[src/bdp_ram.sv]
// Generic simple dual-port RAM with registered read data.
`timescale 1ns / 1ps

module bdp_ram #(
   parameter int WIDTH = 8,
   parameter int DEPTH = 32,
   parameter int AW    = (DEPTH > 1) ? $clog2(DEPTH) : 1
) (
   input  logic             clock,
   input  logic             we,
   input  logic [AW-1:0]    waddr,
   input  logic [WIDTH-1:0] wdata,
   input  logic [AW-1:0]    raddr,
   output logic [WIDTH-1:0] rdata
);

   logic [WIDTH-1:0] mem [DEPTH];

   always_ff @(posedge clock) begin
      if (we) begin
         mem[waddr] <= wdata;
      end
      rdata <= mem[raddr];
   end

endmodule

[config.mk]
export PLATFORM = sky130hd
export DESIGN_NAME = bdp_ram
export DESIGN_NICKNAME = d
export VERILOG_FILES = /design/src/bdp_ram.sv
export SDC_FILE = /design/constraint.sdc
export NUM_CORES = 1
export LEC_CHECK = 0
export ABC_AREA = 0
export BUFFER_PORTS_ARGS = -buffer_cell sky130_fd_sc_hd__buf_2
export CAP_MARGIN = 30
export CORE_MARGIN = 4
export CORE_UTILIZATION = 35
export DETAILED_ROUTE_END_ITERATION = 16
export GPL_TIMING_DRIVEN = 0
export PLACE_DENSITY = 0.58
export REMOVE_ABC_BUFFERS = 1
export SLEW_MARGIN = 5
export SYNTH_ARGS = -nofsm -noshare
export SYNTH_HDL_FRONTEND = slang
export SYNTH_SLANG_ARGS = --single-unit
[constraint.sdc]
create_clock -name clock -period 2 [get_ports clock]
set_clock_uncertainty 0.2 [all_clocks]
set_input_delay 0.1 -clock clock [delete_from_list [all_inputs] [get_ports clock]]
set_output_delay 0.1 -clock clock [all_outputs]
set_load 0.005 [all_outputs]
==> results of run 1 <==
==> repair_timing <==
item,CTS,global route
gates resized for setup,10,1
endpoints found under the setup margin,8,8
hold endpoints to repair,264,0
hold buffers,9,0
==> layer usage <==
metal | global-route usage [%] | up-vias | wire (microns)
li1 | - | 1873 | -
met1 | 18.6 | 2313 | 8500
met2 | 19.4 | 120 | 9050
met3 | 2.77 | 32 | 1500
met4 | 3.51 | 2 | 380
met5 | 0 | - | 13
==> kinds of logic (layout without fill, tap and decap cells) <==
group | after synthesis | after routing | synth area share (%)
flops | 264 | 264 | 78.1
buf+inv | 20 | 87 | 1.06
other cells | 0 | 2 | 0
mux | 88 | 88 | 18.8
simple gates | 45 | 45 | 2.07
==> cells in the final DEF (no fill, tap or decap), drive strengths merged <==
cell	instances
mux4	80
bufinv	3
mux2	8
diode	2
or3	1
buf	29
edfxtp	256
or3b	3
nand2	1
clkbuf	32
dlygate4sd3	9
dfxtp	8
nor2	33
clkinv	13
nand3b	5
nand3	2
inv	1
==> cell usage after synthesis <==
| master | count |
|---|---|
| clkbuf_1 | 6 |
| or3b_2 | 3 |
| buf_6 | 1 |
| mux2_2 | 8 |
| nor2_1 | 33 |
| edfxtp_1 | 256 |
| nand3_1 | 2 |
| dfxtp_1 | 8 |
| nand3b_1 | 5 |
| nand2_1 | 1 |
| buf_1 | 6 |
| or3_1 | 1 |
| buf_4 | 6 |
| buf_2 | 1 |
| mux4_2 | 80 |
==> path summary, 6_finish.rpt <==
check               end  slack, ps        from
min reg2reg    rdata[0]        730  mem[14][0]
min          mem[30][2]         70    waddr[3]
max            rdata[1]        -30  mem[28][1]
max reg2reg    rdata[1]        -30  mem[28][1]
==> through the flow <==
step	util, %	instances	total power [W]	cell area (sq um)	TNS (ps)
2_1_floorplan	-	397	0.00654	9950	0
3_3_place_gp	37.6	802	0.00684	10600	-18900
3_5_place_dp	37.8	804	0.00687	10600	-13140
4_1_cts	41.3	862	0.0117	11600	-82.0
5_1_grt	41.3	864	0.0120	11600	-266
6_report	41.3	864	0.0116	11600	-26.3
==> final cells by class <==
| cell class | instances | area (sq um) |
|---|---|---|
| fillers | 2478 | 16500 |
| flip-flops and latches | 264 | 7850 |
| multi-input cells | 133 | 2130 |
| clock buffers | 32 | 694 |
| well taps | 378 | 473 |
| repair buffers | 38 | 298 |
| clock inverters | 17 | 159 |
| diodes | 2 | 5.00 |
==> sequential cells by signal (all words and copies together), names as in the netlist <==
name / flops
mem: 256
rdata: 8
==> critical path, stage by stage (launching register included) <==
cell and delay, ps:
edfxtp_1 360, mux4_2 520, mux4_2 530, mux2_4 290
==> power by group through the flow <==
stage	clock (W)	sequential, W	combinational, W
after global routing	0.00516	0.00618	0.000649
after CTS	0.00494	0.00617	0.000613
final	0.00484	0.00617	0.000600
after detailed placement	0	0.00629	0.000581
after floorplan	0	0.00629	0.000255
after global placement	0	0.00628	0.000561
==> impl_metrics.tcl, run 1 <==
set metrics [dict create \
    clkTransAtPathRegs_ps 60 \
    min_period_ps 2030 \
    post_cts_buffers 0 \
    fp.coreArea_sq_um 28100 \
    powerDensity_nw_per_um2 1000 \
    intPower_w 0.00929 \
    groute.usage.overall_pct 12.7 \
    drtIter0Drc 459 \
    drive_above_1_share_pct 32.6 \
    hold_viol 0 \
    slew_headroom_pct 43.6 \
    area_delta_synth_final_pct 15.4 \
    synth_cell_types 15 \
    end_kind "register" \
    post_drt_via_cell_ratio 5.02 \
    synth_top_area_cell "edfxtp_1" \
    start_kind "register" \
    detail_route.wl_per_cell_microns 22.5 \
    clk_path_buf_depth 3 \
    clk_latency_ps 530 \
    die_h_microns 177 \
    required_ps 2200 \
    antenna_found_initial 3 \
    synth.avg_cell_area_sq_um 24.1 \
    arrival_ps 2230 \
    ant_nets 0 \
    grt_overflow 0 \
    drt_wl_total_microns 19400 \
    drcViolationCount 0 \
    p_comb_share_pct 5.2 \
    cts-root-buf "clkbuf_16" \
    timing.final.crit_share_pct 101 \
    dr.pass1.iters 4 \
    max_freq_mhz 494 \
    yosys_warnings 0 \
    cts_tree "built" \
    cp_max_fo 1 \
    via_count 4340 \
    grt_pass1_wl_microns 29600 \
    htreeDepth 1 \
    clockPowerShare_pct 41.7 \
    synth_top_area_share_pct 76.5 \
    outcome "complete, but fails checks" \
    synth_area_leaders "edfxtp_1 (76%), mux4_2 (18%), dfxtp_1 (1.6%)" \
    boundaryPins 28 \
    routabilityCongestion 0.731 \
    syn_area_sq_um 10100 \
    grt_max_degree 56 \
    initial_core_util_pct 35.8 \
    max_slew.worst_pin.slew_ps 842 \
    cts_buffers 27 \
    reg2reg_depth 3 \
    ys_seq_area_share_pct 78.1 \
    holdWs_ps 69.4 \
    port_buffers 27 \
    core.rowCount 61 \
    switchingPower_w 0.00232 \
    clkSinkCount 264 \
    hold-path-cell-count 3 \
    fin_nets 484 \
    grt_pass1_vias 4577 \
    rsz0062_at_grt "true" \
    violations "negative setup slack" \
    synth_seq_cells 264 \
    hp-class "in -> reg" \
    crit_type "reg -> reg" \
    p_seq_share_pct 53.1 \
    setup_viol 3 \
    p_sw_share_pct 20.0 \
    synth_cells 417 \
    dieArea_sq_um 31500 \
    max_cap_viol_count 0 \
    power_leakage_nw 3.60 \
    slew_viol_final 0 \
    setup_ws_ps -25.6 \
    die_w_microns 177 \
    ir_drop_uv 437 \
    dp_slack_ps -824 \
    dp_hpwl_microns 11800 \
]
Power figures use the tool's default switching activity.
==> run 2, diff against run 1 <==
Settings changed: CORE_UTILIZATION 35 to 50, CTS_BUF_LIST set to sky130_fd_sc_hd__clkbuf_4 sky130_fd_sc_hd__clkbuf_8 sky130_fd_sc_hd__clkbuf_16, PLACE_DENSITY 0.58 to 0.75.
==> run 2 against run 1 <==
- the flow still finishes with violations (negative setup slack)
- sequential share of layout area up 1.4 points
- non-clock buffer count unchanged
- critical path depth stayed put
- utilization rose by 17 points
- wire length hardly changed
- combinational power down 2%
- maximum frequency fell by 0.71%
- clock power shrank 7.4%
- final cell count shrank 14%
==> impl_metrics.tcl, run 2 (synthesis gave the netlist of run 1 again) <==
set metrics [dict create \
    outcome "complete, but fails checks" \
    violations "negative setup slack" \
    boundaryPins 28 \
    drtIter0Drc 507 \
    clk_path_buf_depth 3 \
    setup_viol 3 \
    fin_util_pct 58.1 \
    r2r_setup_slack_ps -40 \
    fp.coreArea_sq_um 19600 \
    layout_commonest_cell "edfxtp_1" \
    slew_viol_final 0 \
    core.rowCount 51 \
    crit_slowest_cell "mux4_2" \
    end_kind "register" \
    drive_above_1_share_pct 34.0 \
    antenna_cells 0 \
    fillCellCount 1358 \
    ant_nets 0 \
    critPathBufInv 0 \
    dp.cells 691 \
    largest_reg_flops 256 \
    hold_viol 0 \
    busiest_layer "met2" \
    use_met3_pct 3.36 \
    cp_top_family "multiplexers" \
    cp_max_fo 1 \
    hp-class "in -> reg" \
    initial_core_util_pct 51.3 \
    path_cells "mux4_2, mux4_2, mux2_4" \
    postPlaceCellArea_sq_um 10500 \
    clk_latency_ps 520 \
    mostFrequentLayoutCells "edfxtp_1 (256), mux4_2 (80), nor2_1 (33), clkbuf_16 (25), buf_2 (25)" \
    detail_route.wl_per_cell_microns 26.1 \
    die_w_microns 150 \
    setup_tns_ps -82.6 \
    required_ps 2200 \
    setup_ws_ps -40.1 \
    groute.layer.met2.usage_pct 27.9 \
    max_freq_mhz 490 \
    crit_type "reg -> reg" \
    power_leakage_nw 3.57 \
    drcViolationCount 0 \
    dr.pass1.iters 5 \
    htreeDepth 1 \
    cts_buffers 25 \
    slew_headroom_pct 37.4 \
    critical_path.most_common_cell "mux4_2" \
    regMostFlops "mem" \
    clkTransAtPathRegs_ps 60 \
    grt_max_degree 36 \
    post_cts_buffers 0 \
    multiInputGateArea_sq_um 2130 \
    grt_pass1_wl_microns 29300 \
    dp_hpwl_microns 11500 \
    drt_wl_total_microns 19400 \
    final_cells 745 \
    cts-root-buf "clkbuf_16" \
    start_kind "register" \
    ff_latch_area_sq_um 7850 \
    port_buffers 27 \
    arrival_ps 2240 \
    routabilityCongestion 0.734 \
    clkSinkCount 264 \
    cts_tree "built" \
    min_period_ps 2040 \
    die_h_microns 150 \
    dieArea_sq_um 22400 \
    grtUsageMet1_pct 27.0 \
    max_slew.worst_pin.slew_ps 936 \
    timing.final.crit_share_pct 102 \
    post_drt_via_cell_ratio 5.92 \
    grt_pass1_vias 4520 \
    fin_area_sq_um 11400 \
    groute.usage.overall_pct 17.9 \
    powerDensity_nw_per_um2 988 \
    reg.largest.list "mem (256), rdata (8)" \
    holdWs_ps 76.2 \
    antenna_found_initial 0 \
    ir_drop_uv 550 \
    slowest_delay_ps 540 \
    grt_overflow 0 \
    via_count 4407 \
    fin_nets 482 \
    rsz0062_at_grt "true" \
    area_delta_synth_final_pct 13.1 \
    max_cap_viol_count 0 \
]
run 2: worst paths after layout:
kind | endpoint | depth (start not counted) | startpoint
worst max-delay path | rdata[1] | 3 | mem[22][1]
worst min-delay path | mem[22][2] | 3 | waddr[4]
worst max register to register | rdata[1] | 3 | mem[22][1]
worst min register to register | rdata[0] | 3 | mem[10][0]
run 2: final cells by class:
cell class | count | area share [%]
tap | 265 | 2.92
timing repair buffer | 38 | 2.55
multi-input combinational | 133 | 18.7
clock buffer | 38 | 6.52
clock inverter | 7 | 0.286
sequential | 264 | 69.0
run 2: power breakdown:
group,internal (W),switching [W],total (W)
clock network,0.00256,0.00192,0.00448
logic,0.000275,0.000313,0.000588
registers,0.00615,0.0000197,0.00617
total,0.00898,0.00225,0.0112
run 2: what timing repair did:
item	in CTS	in global routing
hold buffers	9	0
endpoints found under the hold margin	264	0
pin swaps	0	0
endpoints found under the setup margin	8	8
gates resized for setup	10	1
run 2: worst min-delay path: cells and delay by family:
family	cells	cell delay, ps
and+or+nand+nor	2	340
buffers and inverters	1	150
run 2: per-stage QoR:
| step | setup WS [ps] | total power, W |
|---|---|---|
| 2_1_floorplan | 187 | 0.00654 |
| 3_3_place_gp | -1740 | 0.00682 |
| 3_5_place_dp | -759 | 0.00685 |
| 4_1_cts | -46.3 | 0.0113 |
| 5_1_grt | -71.7 | 0.0116 |
| 6_report | -40.1 | 0.0112 |
run 2: per-layer routing:
metal	part of all wire, %	vias up
met5	0	-
met1	41	2326
met2	49	193
li1	-	1864
met4	1.3	0
met3	8.5	24
